--- config.mk ---
export PLATFORM = sky130hd
export DESIGN_NAME = boost_pwm_current_limiter_unit_flat
export DESIGN_NICKNAME = d
export VERILOG_FILES = /design/src/rtl/bpcl_pkg.sv /design/src/rtl/bpcl_in_if.sv /design/src/rtl/bpcl_out_if.sv /design/src/rtl/boost_pwm_current_limiter_unit.sv /design/src/rtl/bpcl_sense.sv /design/src/rtl/bpcl_duty.sv /design/src/flat_wrapper.sv
export SDC_FILE = /design/constraint.sdc
export NUM_CORES = 1
export LEC_CHECK = 0
export BUFFER_PORTS_ARGS = -buffer_cell sky130_fd_sc_hd__buf_2
export CAP_MARGIN = 30
export CORE_ASPECT_RATIO = 0.6
export CORE_MARGIN = 4
export CORE_UTILIZATION = 59
export CTS_CLUSTER_SIZE = 12
export DETAILED_ROUTE_END_ITERATION = 10
export GPL_TIMING_DRIVEN = 0
export PLACE_DENSITY = 0.85
export SLEW_MARGIN = 20
export SYNTH_ARGS = -nofsm -noshare
export SYNTH_HDL_FRONTEND = slang
export SYNTH_SLANG_ARGS = --single-unit
--- constraint.sdc ---
create_clock -name i_clk -period 7.74 [get_ports i_clk]
set_clock_uncertainty 0.1 [all_clocks]
set_input_delay 1.161 -clock i_clk [delete_from_list [all_inputs] [get_ports i_clk]]
set_output_delay 1.161 -clock i_clk [all_outputs]
set_load 0.01 [all_outputs]
--- src/rtl/bpcl_pkg.sv ---
// shared types, constants and helpers for the boost pwm current limiter
package bpcl_pkg;

    localparam int CS_W   = 14;
    localparam int VS_W   = 14;
    localparam int PCT_W  = 7;
    localparam int DUTY_W = 10;
    localparam int TICK_W = 8;
    localparam int FLT_W  = 2;

    typedef logic [CS_W-1:0]   t_cs;
    typedef logic [VS_W-1:0]   t_vs;
    typedef logic [PCT_W-1:0]  t_pct;
    typedef logic [DUTY_W-1:0] t_duty;
    typedef logic [TICK_W-1:0] t_tick;
    typedef logic [FLT_W-1:0]  t_fault;
    // working duty value, wide enough for a decrement below zero
    typedef logic signed [DUTY_W+1:0] t_sduty;

    localparam t_fault FAULT_NONE = 2'd0;
    localparam t_fault FAULT_OV   = 2'd1;
    localparam t_fault FAULT_OC   = 2'd2;

    localparam t_duty DUTY_LIMIT = 10'd950;
    localparam t_tick TICK_STEP  = 8'd255;

    // amps = 8 + cs/124, so amps > n is cs >= (n - 7) * 124
    localparam t_cs CS_OC   = 14'd6572;  // above 60 A
    localparam t_cs CS_CUT4 = 14'd5704;  // above 53 A
    localparam t_cs CS_CUT2 = 14'd5084;  // above 48 A
    localparam t_cs CS_DEC2 = 14'd4712;  // above 45 A
    localparam t_cs CS_DEC1 = 14'd4340;  // above 42 A
    // volts = vs >> 6
    localparam logic [VS_W-7:0] VOLT_MAX = 8'd180;

    localparam t_pct PCT_MAX = 7'd100;
    localparam t_pct PCT_MIN = 7'd40;

    typedef struct packed {
        logic ov;
        logic oc;
        logic cut4;
        logic cut2;
        logic dec2;
        logic dec1;
    } t_sense;

    function automatic t_pct sat_percent(input t_pct p);
        t_pct q;
        q = p;
        if (q > PCT_MAX) begin
            q = PCT_MAX;
        end
        if (q != '0 && q < PCT_MIN) begin
            q = PCT_MIN;
        end
        return q;
    endfunction

    function automatic t_duty target_of(input t_pct p);
        return t_duty'({p, 3'b000}) + t_duty'(p);
    endfunction

endpackage

--- src/rtl/bpcl_in_if.sv ---
// request channel carrying one current and voltage sample pair
interface bpcl_in_if;
    import bpcl_pkg::*;

    logic valid;
    logic ready;
    t_cs  current_sample;
    t_vs  voltage_sample;

    modport source (output valid, output current_sample, output voltage_sample, input ready);
    modport sink   (input valid, input current_sample, input voltage_sample, output ready);
endinterface

--- src/rtl/bpcl_out_if.sv ---
// result channel carrying the duty and status for one period
interface bpcl_out_if;
    import bpcl_pkg::*;

    logic   valid;
    logic   ready;
    t_duty  duty;
    logic   gate_on;
    logic   supply_on;
    t_fault fault;

    modport source (output valid, output duty, output gate_on, output supply_on,
                    output fault, input ready);
    modport sink   (input valid, input duty, input gate_on, input supply_on,
                    input fault, output ready);
endinterface

--- src/rtl/boost_pwm_current_limiter_unit.sv ---
// top level of the boost pwm current limiter
// throughput: one request per cycle; the input register and the result register
// each move on when the next stage has room, so a stalled result blocks intake
// only once both registers hold a request
// reset (synchronous, active low) clears power, duty, tick count and fault latch
// and empties both registers
module boost_pwm_current_limiter_unit (
    input  logic            i_clk,
    input  logic            i_rst_n,
    input  logic            i_cfg_we,
    input  bpcl_pkg::t_pct  i_cfg_data,
    bpcl_in_if.sink         i_req,
    bpcl_out_if.source      o_res
);
    import bpcl_pkg::*;

    logic   stg_valid;
    logic   stg_ready;
    t_sense stg;

    bpcl_sense u_sense (
        .i_clk       (i_clk),
        .i_rst_n     (i_rst_n),
        .i_req       (i_req),
        .i_stg_ready (stg_ready),
        .o_stg_valid (stg_valid),
        .o_stg       (stg)
    );

    bpcl_duty u_duty (
        .i_clk       (i_clk),
        .i_rst_n     (i_rst_n),
        .i_cfg_we    (i_cfg_we),
        .i_cfg_data  (i_cfg_data),
        .i_stg_valid (stg_valid),
        .i_stg       (stg),
        .o_stg_ready (stg_ready),
        .o_res       (o_res)
    );

endmodule

--- src/rtl/bpcl_sense.sv ---
// input register and threshold decode of the current and voltage samples
module bpcl_sense (
    input  logic            i_clk,
    input  logic            i_rst_n,
    bpcl_in_if.sink         i_req,
    input  logic            i_stg_ready,
    output logic            o_stg_valid,
    output bpcl_pkg::t_sense o_stg
);
    import bpcl_pkg::*;

    logic   r_valid;
    logic   n_valid;
    t_sense r_sense;
    t_sense n_sense;
    logic   accept;

    assign i_req.ready = !r_valid || i_stg_ready;
    assign accept      = i_req.valid && i_req.ready;

    always_comb begin
        n_valid = r_valid;
        if (accept) begin
            n_valid = 1'b1;
        end else if (i_stg_ready) begin
            n_valid = 1'b0;
        end
    end

    always_comb begin
        n_sense.ov   = i_req.voltage_sample[VS_W-1:6] > VOLT_MAX;
        n_sense.oc   = i_req.current_sample >= CS_OC;
        n_sense.cut4 = i_req.current_sample >= CS_CUT4;
        n_sense.cut2 = i_req.current_sample >= CS_CUT2;
        n_sense.dec2 = i_req.current_sample >= CS_DEC2;
        n_sense.dec1 = i_req.current_sample >= CS_DEC1;
    end

    always_ff @(posedge i_clk) begin
        if (!i_rst_n) begin
            r_valid <= 1'b0;
        end else begin
            r_valid <= n_valid;
        end
    end

    always_ff @(posedge i_clk) begin
        if (accept) begin
            r_sense <= n_sense;
        end
    end

    assign o_stg_valid = r_valid;
    assign o_stg       = r_sense;

endmodule

--- src/rtl/bpcl_duty.sv ---
// duty state, fault latch, ramp and limit logic with the result register
module bpcl_duty (
    input  logic                i_clk,
    input  logic                i_rst_n,
    input  logic                i_cfg_we,
    input  bpcl_pkg::t_pct      i_cfg_data,
    input  logic                i_stg_valid,
    input  bpcl_pkg::t_sense    i_stg,
    output logic                o_stg_ready,
    bpcl_out_if.source          o_res
);
    import bpcl_pkg::*;

    t_pct   r_pct;
    t_duty  r_duty_level;
    t_duty  n_duty_level;
    t_tick  r_tick;
    t_tick  n_tick;
    t_fault r_fault;
    t_fault n_fault;
    logic   r_out_valid;
    logic   n_out_valid;
    t_duty  r_out_duty;
    logic   r_out_gate;
    logic   r_out_supply;
    t_fault r_out_fault;

    logic   take;
    t_duty  target;
    t_sduty d_cur;
    t_sduty d_adj;
    t_sduty d_tgt;
    t_sduty d_lim;

    assign o_stg_ready = !r_out_valid || o_res.ready;
    assign take        = i_stg_valid && o_stg_ready;
    assign target      = target_of(r_pct);

    always_comb begin
        d_cur = t_sduty'({2'b00, r_duty_level});
        d_tgt = t_sduty'({2'b00, target});
        d_lim = t_sduty'({2'b00, DUTY_LIMIT});
        n_tick  = r_tick;
        n_fault = r_fault;
        if (r_fault == FAULT_NONE) begin
            n_tick = r_tick + 1'b1;
            if (i_stg.ov) begin
                n_fault = FAULT_OV;
            end else if (i_stg.oc) begin
                n_fault = FAULT_OC;
            end
        end

        // graded cut ladder, else slow ramp toward target
        d_adj = d_cur;
        if (i_stg.cut4) begin
            d_adj = d_cur >>> 2;
        end else if (i_stg.cut2) begin
            d_adj = d_cur >>> 1;
        end else if (i_stg.dec2) begin
            d_adj = d_cur - t_sduty'(2);
        end else if (i_stg.dec1) begin
            d_adj = d_cur - t_sduty'(1);
        end else if (d_cur < d_tgt && n_tick == TICK_STEP) begin
            d_adj = d_cur + t_sduty'(1);
        end

        if (d_adj > d_tgt) begin
            d_adj = d_tgt;
        end
        if (d_adj > d_lim) begin
            d_adj = d_lim;
        end else if (d_adj < t_sduty'(0)) begin
            d_adj = t_sduty'(0);
        end

        if (n_fault != FAULT_NONE) begin
            n_duty_level = '0;
        end else begin
            n_duty_level = d_adj[DUTY_W-1:0];
        end
    end

    always_comb begin
        n_out_valid = r_out_valid;
        if (take) begin
            n_out_valid = 1'b1;
        end else if (o_res.ready) begin
            n_out_valid = 1'b0;
        end
    end

    always_ff @(posedge i_clk) begin
        if (!i_rst_n) begin
            r_pct        <= '0;
            r_duty_level <= '0;
            r_tick       <= '0;
            r_fault      <= FAULT_NONE;
            r_out_valid  <= 1'b0;
        end else begin
            r_out_valid <= n_out_valid;
            if (i_cfg_we) begin
                // a power change restarts the ramp from zero
                r_pct        <= sat_percent(i_cfg_data);
                r_duty_level <= '0;
            end else if (take) begin
                r_duty_level <= n_duty_level;
                r_tick       <= n_tick;
                r_fault      <= n_fault;
            end
        end
    end

    always_ff @(posedge i_clk) begin
        if (take) begin
            r_out_duty   <= n_duty_level;
            r_out_gate   <= (r_pct != '0) && (n_fault == FAULT_NONE);
            r_out_supply <= r_pct != '0;
            r_out_fault  <= n_fault;
        end
    end

    assign o_res.valid     = r_out_valid;
    assign o_res.duty      = r_out_duty;
    assign o_res.gate_on   = r_out_gate;
    assign o_res.supply_on = r_out_supply;
    assign o_res.fault     = r_out_fault;

    a_fault_sticky: assert property (@(posedge i_clk) disable iff (!i_rst_n)
        r_fault != FAULT_NONE |=> r_fault == $past(r_fault))
        else $error("fault latch changed after being set");

    a_fault_zero_duty: assert property (@(posedge i_clk) disable iff (!i_rst_n)
        r_fault != FAULT_NONE |-> r_duty_level == '0)
        else $error("duty nonzero while fault latched");

    a_duty_le_target: assert property (@(posedge i_clk) disable iff (!i_rst_n)
        r_duty_level <= target && r_duty_level <= DUTY_LIMIT)
        else $error("duty level above target or limit");

    a_fault_gate_off: assert property (@(posedge i_clk) disable iff (!i_rst_n)
        r_out_valid && r_out_fault != FAULT_NONE |-> !r_out_gate && r_out_duty == '0)
        else $error("gate on or duty nonzero in a faulted result");

endmodule

--- src/flat_wrapper.sv ---
// flat-port wrapper written by rule: the top's interface ports become plain ports
module boost_pwm_current_limiter_unit_flat import bpcl_pkg::*;
  (i_clk, i_rst_n, i_cfg_we, i_cfg_data, i_req_valid, i_req_current_sample, i_req_voltage_sample, i_req_ready, o_res_valid, o_res_duty, o_res_gate_on, o_res_supply_on, o_res_fault, o_res_ready);
  bpcl_in_if i_req_i ();
  bpcl_out_if o_res_i ();
  input  logic i_clk;
  input  logic i_rst_n;
  input  logic i_cfg_we;
  input  bpcl_pkg::t_pct i_cfg_data;
  input wire logic [$bits(i_req_i.valid)-1:0] i_req_valid;
  input wire logic [$bits(i_req_i.current_sample)-1:0] i_req_current_sample;
  input wire logic [$bits(i_req_i.voltage_sample)-1:0] i_req_voltage_sample;
  output wire logic [$bits(i_req_i.ready)-1:0] i_req_ready;
  output wire logic [$bits(o_res_i.valid)-1:0] o_res_valid;
  output wire logic [$bits(o_res_i.duty)-1:0] o_res_duty;
  output wire logic [$bits(o_res_i.gate_on)-1:0] o_res_gate_on;
  output wire logic [$bits(o_res_i.supply_on)-1:0] o_res_supply_on;
  output wire logic [$bits(o_res_i.fault)-1:0] o_res_fault;
  input wire logic [$bits(o_res_i.ready)-1:0] o_res_ready;
  assign i_req_i.valid = i_req_valid;
  assign i_req_i.current_sample = i_req_current_sample;
  assign i_req_i.voltage_sample = i_req_voltage_sample;
  assign i_req_ready = i_req_i.ready;
  assign o_res_valid = o_res_i.valid;
  assign o_res_duty = o_res_i.duty;
  assign o_res_gate_on = o_res_i.gate_on;
  assign o_res_supply_on = o_res_i.supply_on;
  assign o_res_fault = o_res_i.fault;
  assign o_res_i.ready = o_res_ready;
  boost_pwm_current_limiter_unit u_core (.i_clk(i_clk), .i_rst_n(i_rst_n), .i_cfg_we(i_cfg_we), .i_cfg_data(i_cfg_data), .i_req(i_req_i), .o_res(o_res_i));
endmodule
==> results of run 1 <==
[through the flow]
stage / hold WS (ns) / setup slack (ns)
6_report: 0.421 / 1.19
5_1_grt: 0.454 / 0.899
4_1_cts: 0.424 / 1.34
3_5_place_dp: 0.406 / 1.36
3_3_place_gp: 0.400 / 1.32
2_1_floorplan: 0.386 / 2.18
[per-layer routing]
layer / vias up / GRT usage, %
li1: 1998 / -
met1: 1954 / 46.0
met5: - / 0
met3: 28 / 8.95
met2: 259 / 40.5
met4: 0 / 7.46
[power breakdown]
part | internal, mW | switching [mW] | total (mW)
clock network | 0.123 | 0.109 | 0.232
logic | 0.0769 | 0.124 | 0.201
registers | 0.282 | 0.00890 | 0.291
total | 0.482 | 0.242 | 0.724
[worst max-delay path, stage by stage, from the launching register on]
cell and delay (ns):
dfxtp_1 0.43, ha_1 0.29, fa_1 0.47, a21o_1 0.20, a21oi_1 0.21, xor2_1 0.31
ha_1 0.30, a21oi_1 0.11, o21ai_0 0.14, a31o_1 0.27, maj3_2 0.37, buf_6 0.17
a21oi_1 0.29, a211oi_1 0.09, o21ai_0 0.54, inv_1 0.10, ha_1 0.20, nor2b_1 0.10
o21ai_0 0.08, nand2b_1 0.07, a21oi_1 0.07, o21ai_0 0.14, a211oi_1 0.10, nor3_2 0.40
buf_6 0.24, mux2i_1 0.35, a2bb2oi_1 0.21, o31ai_1 0.08
[registers in the layout, indices dropped and copies added, names as in the netlist]
name / count
u_core.u_duty.o_res.duty: 10
u_core.u_duty.o_res.fault: 2
u_core.u_duty.o_res.gate_on: 1
u_core.u_duty.o_res.supply_on: 1
u_core.u_duty.o_res.valid: 1
u_core.u_duty.r_duty_level: 10
u_core.u_duty.r_fault: 2
u_core.u_duty.r_pct: 7
u_core.u_duty.r_tick: 8
u_core.u_sense.o_stg: 6
u_core.u_sense.o_stg_valid: 1
[cells in the mapped netlist (all sizes together) (4+ instances only)]
| library cell | instances |
|---|---|
| o211a | 5 |
| nand3b | 4 |
| or2 | 6 |
| o211ai | 4 |
| nor3 | 12 |
| a211oi | 9 |
| a22o | 5 |
| o31ai | 11 |
| nor2b | 11 |
| a31oi | 7 |
| nand2 | 44 |
| buf | 9 |
| ha | 27 |
| clkbuf | 19 |
| o21ai | 23 |
| or3 | 8 |
| dfxtp | 29 |
| a2111oi | 4 |
| nand4 | 8 |
| nand3 | 16 |
| inv | 25 |
| and2 | 11 |
| edfxtp | 20 |
| nor2 | 33 |
| xnor2 | 10 |
| o21a | 5 |
| a2111o | 4 |
| nor4 | 8 |
| a21oi | 35 |
| nand2b | 9 |
| mux2i | 11 |
| a21o | 11 |
[logic make-up after synthesis]
kind of cell               count (synthesis)  share of synthesized area (%)
DFF                                       49                           28.5
and+or+nand+nor                          184                           23.5
adders and majority gates                 29                           8.91
AOI/OAI and AO/OA                        156                           27.4
muxes                                     14                           3.47
xor gates and xnor gates                  13                           2.75
buffers and inverters                     53                           5.47
[area by class of cell]
cell class / instances / area, µm²
fill: 567 / 2080
timing repair buffer: 48 / 248
sequential: 49 / 1180
multi-input combinational: 396 / 2740
clock inverter: 3 / 23.8
buffer: 28 / 133
inverter: 25 / 93.8
tap: 87 / 109
clock buffer: 5 / 125
[worst max-delay path by stage]
stage                                start  cells past startpoint                            end
global route        u_core.u_duty.r_pct[0]                     24    u_core.u_duty.o_res.duty[2]
floorplan           u_core.u_duty.r_pct[0]                     25    u_core.u_duty.o_res.duty[3]
finish              u_core.u_duty.r_pct[0]                     27  u_core.u_duty.r_duty_level[4]
global placement    u_core.u_duty.r_pct[0]                     24    u_core.u_duty.o_res.duty[2]
detailed placement  u_core.u_duty.r_pct[0]                     24    u_core.u_duty.o_res.duty[2]
CTS                 u_core.u_duty.r_pct[0]                     24    u_core.u_duty.o_res.duty[2]
==> results by group, run 1 <==
Yosys
  – Post-Syn Instances: 498
  – Post-synthesis sequential area ratio: 28.5%
  – Share of the synthesized area in the top cell type: 14.5%
  – Synth Flop Type: dfxtp_1
  – Ranking of synthesized cells by area: edfxtp_1 14%, dfxtp_1 14%, ha_1 8.2%, a21oi_1 4.1%, nand2_1 4.0%
  – Synth warnings: 0
  – Post-synth cell types: 75
  – Post-Syn Area: 4140 µm²
  – Top cell type by total area after synthesis: edfxtp_1
  – Yosys reg bits: 49
  – Post-synth ARST share: 0%
  – Syn avg cell area: 8.32 µm²
  – EDFF count, synth: 20
  – Mapped Nets: 566

Clock network
  – H-tree Lvls: 2
  – Clock buffer depth: 2
  – Root Buffer: clkbuf_16
  – Clock Sinks: 49
  – CTS clk-pin slew, worst paths: 0.07 ns
  – Post-CTS Hold Buffers: 0
  – Worst-Skew Late Latency: 0.30 ns
  – Post-CTS Setup Bufs: 0
  – CTS resizes: 0
  – CTS tree: built
  – Clock buffer count from CTS: 5

Placed design
  – Placed Area: 4490 µm²
  – HPWL Detailed: 9670 µm
  – Dpl cells: 632
  – Final GP Congestion: 0.976
  – I/O Buffers: 47

Critical path
  – Crit-path max FO: 10
  – Crit. End Element: register
  – CP Data Required Time: 7.81 ns
  – CP arrival: 6.63 ns
  – Startpoint Class: register
  – Launch point of the worst reg-to-reg path: u_core.u_duty.r_pct[0]
  – R2R setup slack: 1.19 ns
  – Reg2reg end: u_core.u_duty.r_duty_level[4]
  – FF-to-FF path depth: 27
  – CP Class: reg -> reg

Detailed routing
  – Max Used Layer: met4
  – DRC Markers: 0
  – Routed length per instance: 19.4 µm
  – Routed WL: 12,400 µm
  – Detailed-route via count: 4,239
  – Routed Antenna Nets: 0
  – Met2 WL: 4940 µm
  – Initial DRC Count: 534
  – Drt first pass iters: 6
  – M1 WL: 5690 µm
  – Vias/cell: 6.61
  – Met3 wire length: 1620 µm

Run status
  – Outcome: finished clean

Cells and area
  – Commonest non-fill, non-tap cell in the layout: buf_2
  – Inserted Diodes: 0
  – Fin util: 69.1%
  – Post-route insts no fill: 641
  – Share of cells above drive strength 1: 15.5%
  – Post-layout instance area: 4660 µm²
  – Most frequent cells in the layout: 51 x buf_2, 44 x nand2_1, 34 x a21oi_1
  – Area delta synth->final: 12.3%
  – Nets: 621

Global route
  – Vias in the first global route: 3,764
  – Initial antenna violation count: 0
  – Global-route usage over all layers: 30.0%
  – GRT overflow: 0
  – First-pass GRT wire length: 19,700 µm
  – Largest net degree at the start of global routing: 18

Floorplan
  – Core area: 6730 µm²
  – Die width: 116 µm
  – Die Footprint: 8470 µm²
  – Cell row count: 23
  – # IOs: 56
  – Die H: 72.9 µm
  – Initial Util: 61.5%

Timing
  – Setup TNS Final: 0 ns
  – # setup viols final: 0
  – RSZ-0062 raised after global routing: no
  – Number of max-slew violations in the final report: 0
  – Tmin final: 6.55 ns
  – Slew headroom: 39.7%
  – Fmax: 153 MHz
  – Final Hold Fails: 0
  – Least-Margin Pin Slew: 0.898 ns
  – Tcrit/Tclk final: 84.7%

Power
  – Leakage: 1.84 nW
  – Tot Pwr: 724 µW
  – Worst-case vdd ir drop: 151 µV
  – Power per cell area: 155 nW/µm²

Min path
  – HP Start: u_core.u_sense.o_stg_valid
  – Hold Crit Class: reg -> reg
  – Worst hold endpoint: u_core.u_duty.o_res.valid
  – Cell depth of the worst hold path: 1

Run
  – Max cap viols: 0
Note: power is estimated with default switching activity, not from simulation.
==> run 2, diff against run 1 <==
CORE_UTILIZATION = 53   (was 59)
PLACE_DENSITY = 0.81   (was 0.85)
clock period = 6 ns   (was 7.74 ns; I/O delays follow)
==> results by group, run 2 (synthesis results as in run 1) <==
Run status
  – Outcome: finished clean

Placed design
  – HPWL Detailed: 9540 µm (-1.4%)
  – Dpl cells: 649 (+2.7%)
  – I/O Buffers: 47 (unchanged)
  – Final GP Congestion: 1.00 (+2.5%)
  – Place WS: -0.350 ns (-1.71 ns)

Timing
  – Slew headroom: 40.5% (+0.86 points)
  – Tcrit/Tclk final: 96.4% (+12 points)
  – Number of max-slew violations in the final report: 0 (unchanged)
  – Least-Margin Pin Slew: 0.870 ns (-0.0280 ns)
  – Setup slack after layout: 0.214 ns (-0.974 ns)
  – Fmax: 173 MHz (+13%)
  – # setup viols final: 0 (unchanged)
  – Tmin final: 5.79 ns (-0.766 ns)
  – Final Hold Fails: 0 (unchanged)

Clock network
  – Clock buffer count from CTS: 5 (unchanged)
  – CTS clk-pin slew, worst paths: 0.07 ns (about the same)
  – Clock Sinks: 49 (unchanged)
  – H-tree Lvls: 2 (unchanged)
  – CTS tree: built
  – Worst-Skew Late Latency: 0.29 ns (about the same)
  – Clock buffer depth: 2 (unchanged)
  – Root Buffer: clkbuf_16
  – Post-CTS Hold Buffers: 0 (unchanged)

Power
  – Power per cell area: 197 nW/µm² (+27%)
  – Leakage: 1.91 nW (+3.4%)
  – Worst-case vdd ir drop: 122 µV (-20%)
  – Tot Pwr: 956 µW (+32%)

Critical path
  – Crit-path max FO: 10 (unchanged)
  – Worst stage delay on the critical path: 0.39 ns (-0.15 ns)
  – CP arrival: 5.87 ns (-0.76 ns)
  – CP Class: reg -> reg
  – Worst path bufs/invs: 2 (-1)
  – Cell Chain, Critical Path: ha_2, fa_2, a21o_1, a21oi_2, nor2_1, xnor2_1, ha_1, nand3b_1, a211oi_2, o211ai_1, buf_4, or2_2, o21ai_2, mux2i_2, ha_1, and2_1, a32o_1, o2111a_1, nor3_4, buf_4, mux2_2, a22o_1, o31a_1
  – CP Data Required Time: 6.08 ns (-1.73 ns)
  – Startpoint Class: register
  – Crit. End Element: register
  – Top cell family by delay on the critical path: compound AO/OA/AOI/OAI gates
  – CP max stage cell: fa_2

Global route
  – Initial antenna violation count: 0 (unchanged)
  – GRT overflow: 0 (unchanged)
  – First-pass GRT wire length: 20,200 µm (+2.5%)
  – Vias in the first global route: 3,913 (+4.0%)
  – Global-route usage over all layers: 27.0% (-3.0 points)
  – Largest net degree at the start of global routing: 18 (unchanged)

Floorplan
  – Die width: 122 µm (+5.1%)
  – Core area: 7420 µm² (+10%)
  – # IOs: 56 (unchanged)
  – Cell row count: 24 (+4.3%)
  – Initial Util: 55.9% (-5.7 points)
  – Die H: 76.5 µm (+4.9%)
  – Die Footprint: 9340 µm² (+10%)

Detailed routing
  – Routed Antenna Nets: 0 (unchanged)
  – Routed WL: 12,600 µm (+1.2%)
  – Vias/cell: 6.39 (-3.4%)
  – Detailed-route via count: 4,282 (+1.0%)
  – Initial DRC Count: 512 (-4.1%)
  – Drt first pass iters: 5 (-1)
  – Routed length per instance: 18.8 µm (-3.2%)
  – DRC Markers: 0 (unchanged)

Cells and area
  – Most frequent cells in the layout: 51 x buf_2, 44 x nand2_1, 33 x nor2_1
  – Commonest non-fill, non-tap cell in the layout: buf_2
  – Nets: 633 (+1.9%)
  – Post-route insts no fill: 670 (+4.5%)
  – Inserted Diodes: 0 (unchanged)
  – Number of fill cells: 636 (+12%)
  – Area delta synth->final: 17.2%
  – Share of cells above drive strength 1: 20.7% (+5.1 points)

Run
  – Max cap viols: 0 (unchanged)

Min path
  – Hold Crit Class: reg -> reg
==> run 2: worst paths after layout <==
check                        startpoint                       endpoint  slack (ns)  cells past startpoint
min          u_core.u_sense.o_stg_valid      u_core.u_duty.o_res.valid        0.43                      1
max reg2reg      u_core.u_duty.r_pct[0]  u_core.u_duty.r_duty_level[3]        0.21                     23
max              u_core.u_duty.r_pct[0]  u_core.u_duty.r_duty_level[3]        0.21                     23
min reg2reg  u_core.u_sense.o_stg_valid      u_core.u_duty.o_res.valid        0.43                      1
==> run 2: cell type report <==
class	instances	area, µm²	share of cell area, %
buffer	28	140	2.89
clock buffer	5	125	2.58
sequential	49	1180	24.4
timing repair buffer	60	330	6.80
clock inverter	3	25.0	0.515
inverter	25	93.8	1.93
multi-input combinational	396	2830	58.2
tap	104	130	2.68
==> run 2: through the flow <==
stage / util [%] / TNS, ns / cell area (µm²) / hold slack (ns)
4_1_cts: 63.9 / 0 / 4740 / 0.427
5_1_grt: 65.5 / -0.110 / 4860 / 0.457
6_report: 65.5 / 0 / 4860 / 0.431
3_5_place_dp: 60.9 / -4.84 / 4520 / 0.409
2_1_floorplan: - / 0 / 4140 / 0.386
3_3_place_gp: 60.8 / -4.89 / 4510 / 0.399
==> run 2: per-layer routing <==
layer | track usage, % | wire (µm) | share of wire (%)
met5 | 0 | 0 | 0
met4 | 2.68 | 92 | 0.73
met3 | 9.05 | 1550 | 12
met2 | 38.4 | 5120 | 41
met1 | 40.5 | 5810 | 46
==> run 2: report_power, final <==
part           switching [mW]  internal [mW]  total (mW)  leakage, nW
Clock                   0.136          0.158       0.294       0.0723
Combinational           0.171          0.116       0.287         1.41
Sequential             0.0113          0.364       0.375        0.422
Total                   0.318          0.638       0.956         1.91
==> run 2: worst reg2reg max path, stage by stage, from the launching register on <==
cell and delay [ns]:
dfxtp_4 0.38, ha_2 0.21, fa_2 0.39, a21o_1 0.20
a21oi_2 0.17, nor2_1 0.08, xnor2_1 0.17, ha_1 0.23
nand3b_1 0.23, a211oi_2 0.31, o211ai_1 0.17, buf_4 0.21
or2_2 0.31, o21ai_2 0.14, mux2i_2 0.30, ha_1 0.29
and2_1 0.16, a32o_1 0.28, o2111a_1 0.18, nor3_4 0.33
buf_4 0.18, mux2_2 0.37, a22o_1 0.21, o31a_1 0.10
==> run 2: what timing repair did <==
action / in CTS / in global routing
cloned: 0 / 1
buffers inserted: 4 / 7
gates resized for setup: 11 / 26
endpoints found under the setup margin: 20 / 20
pin swaps: 4 / 7
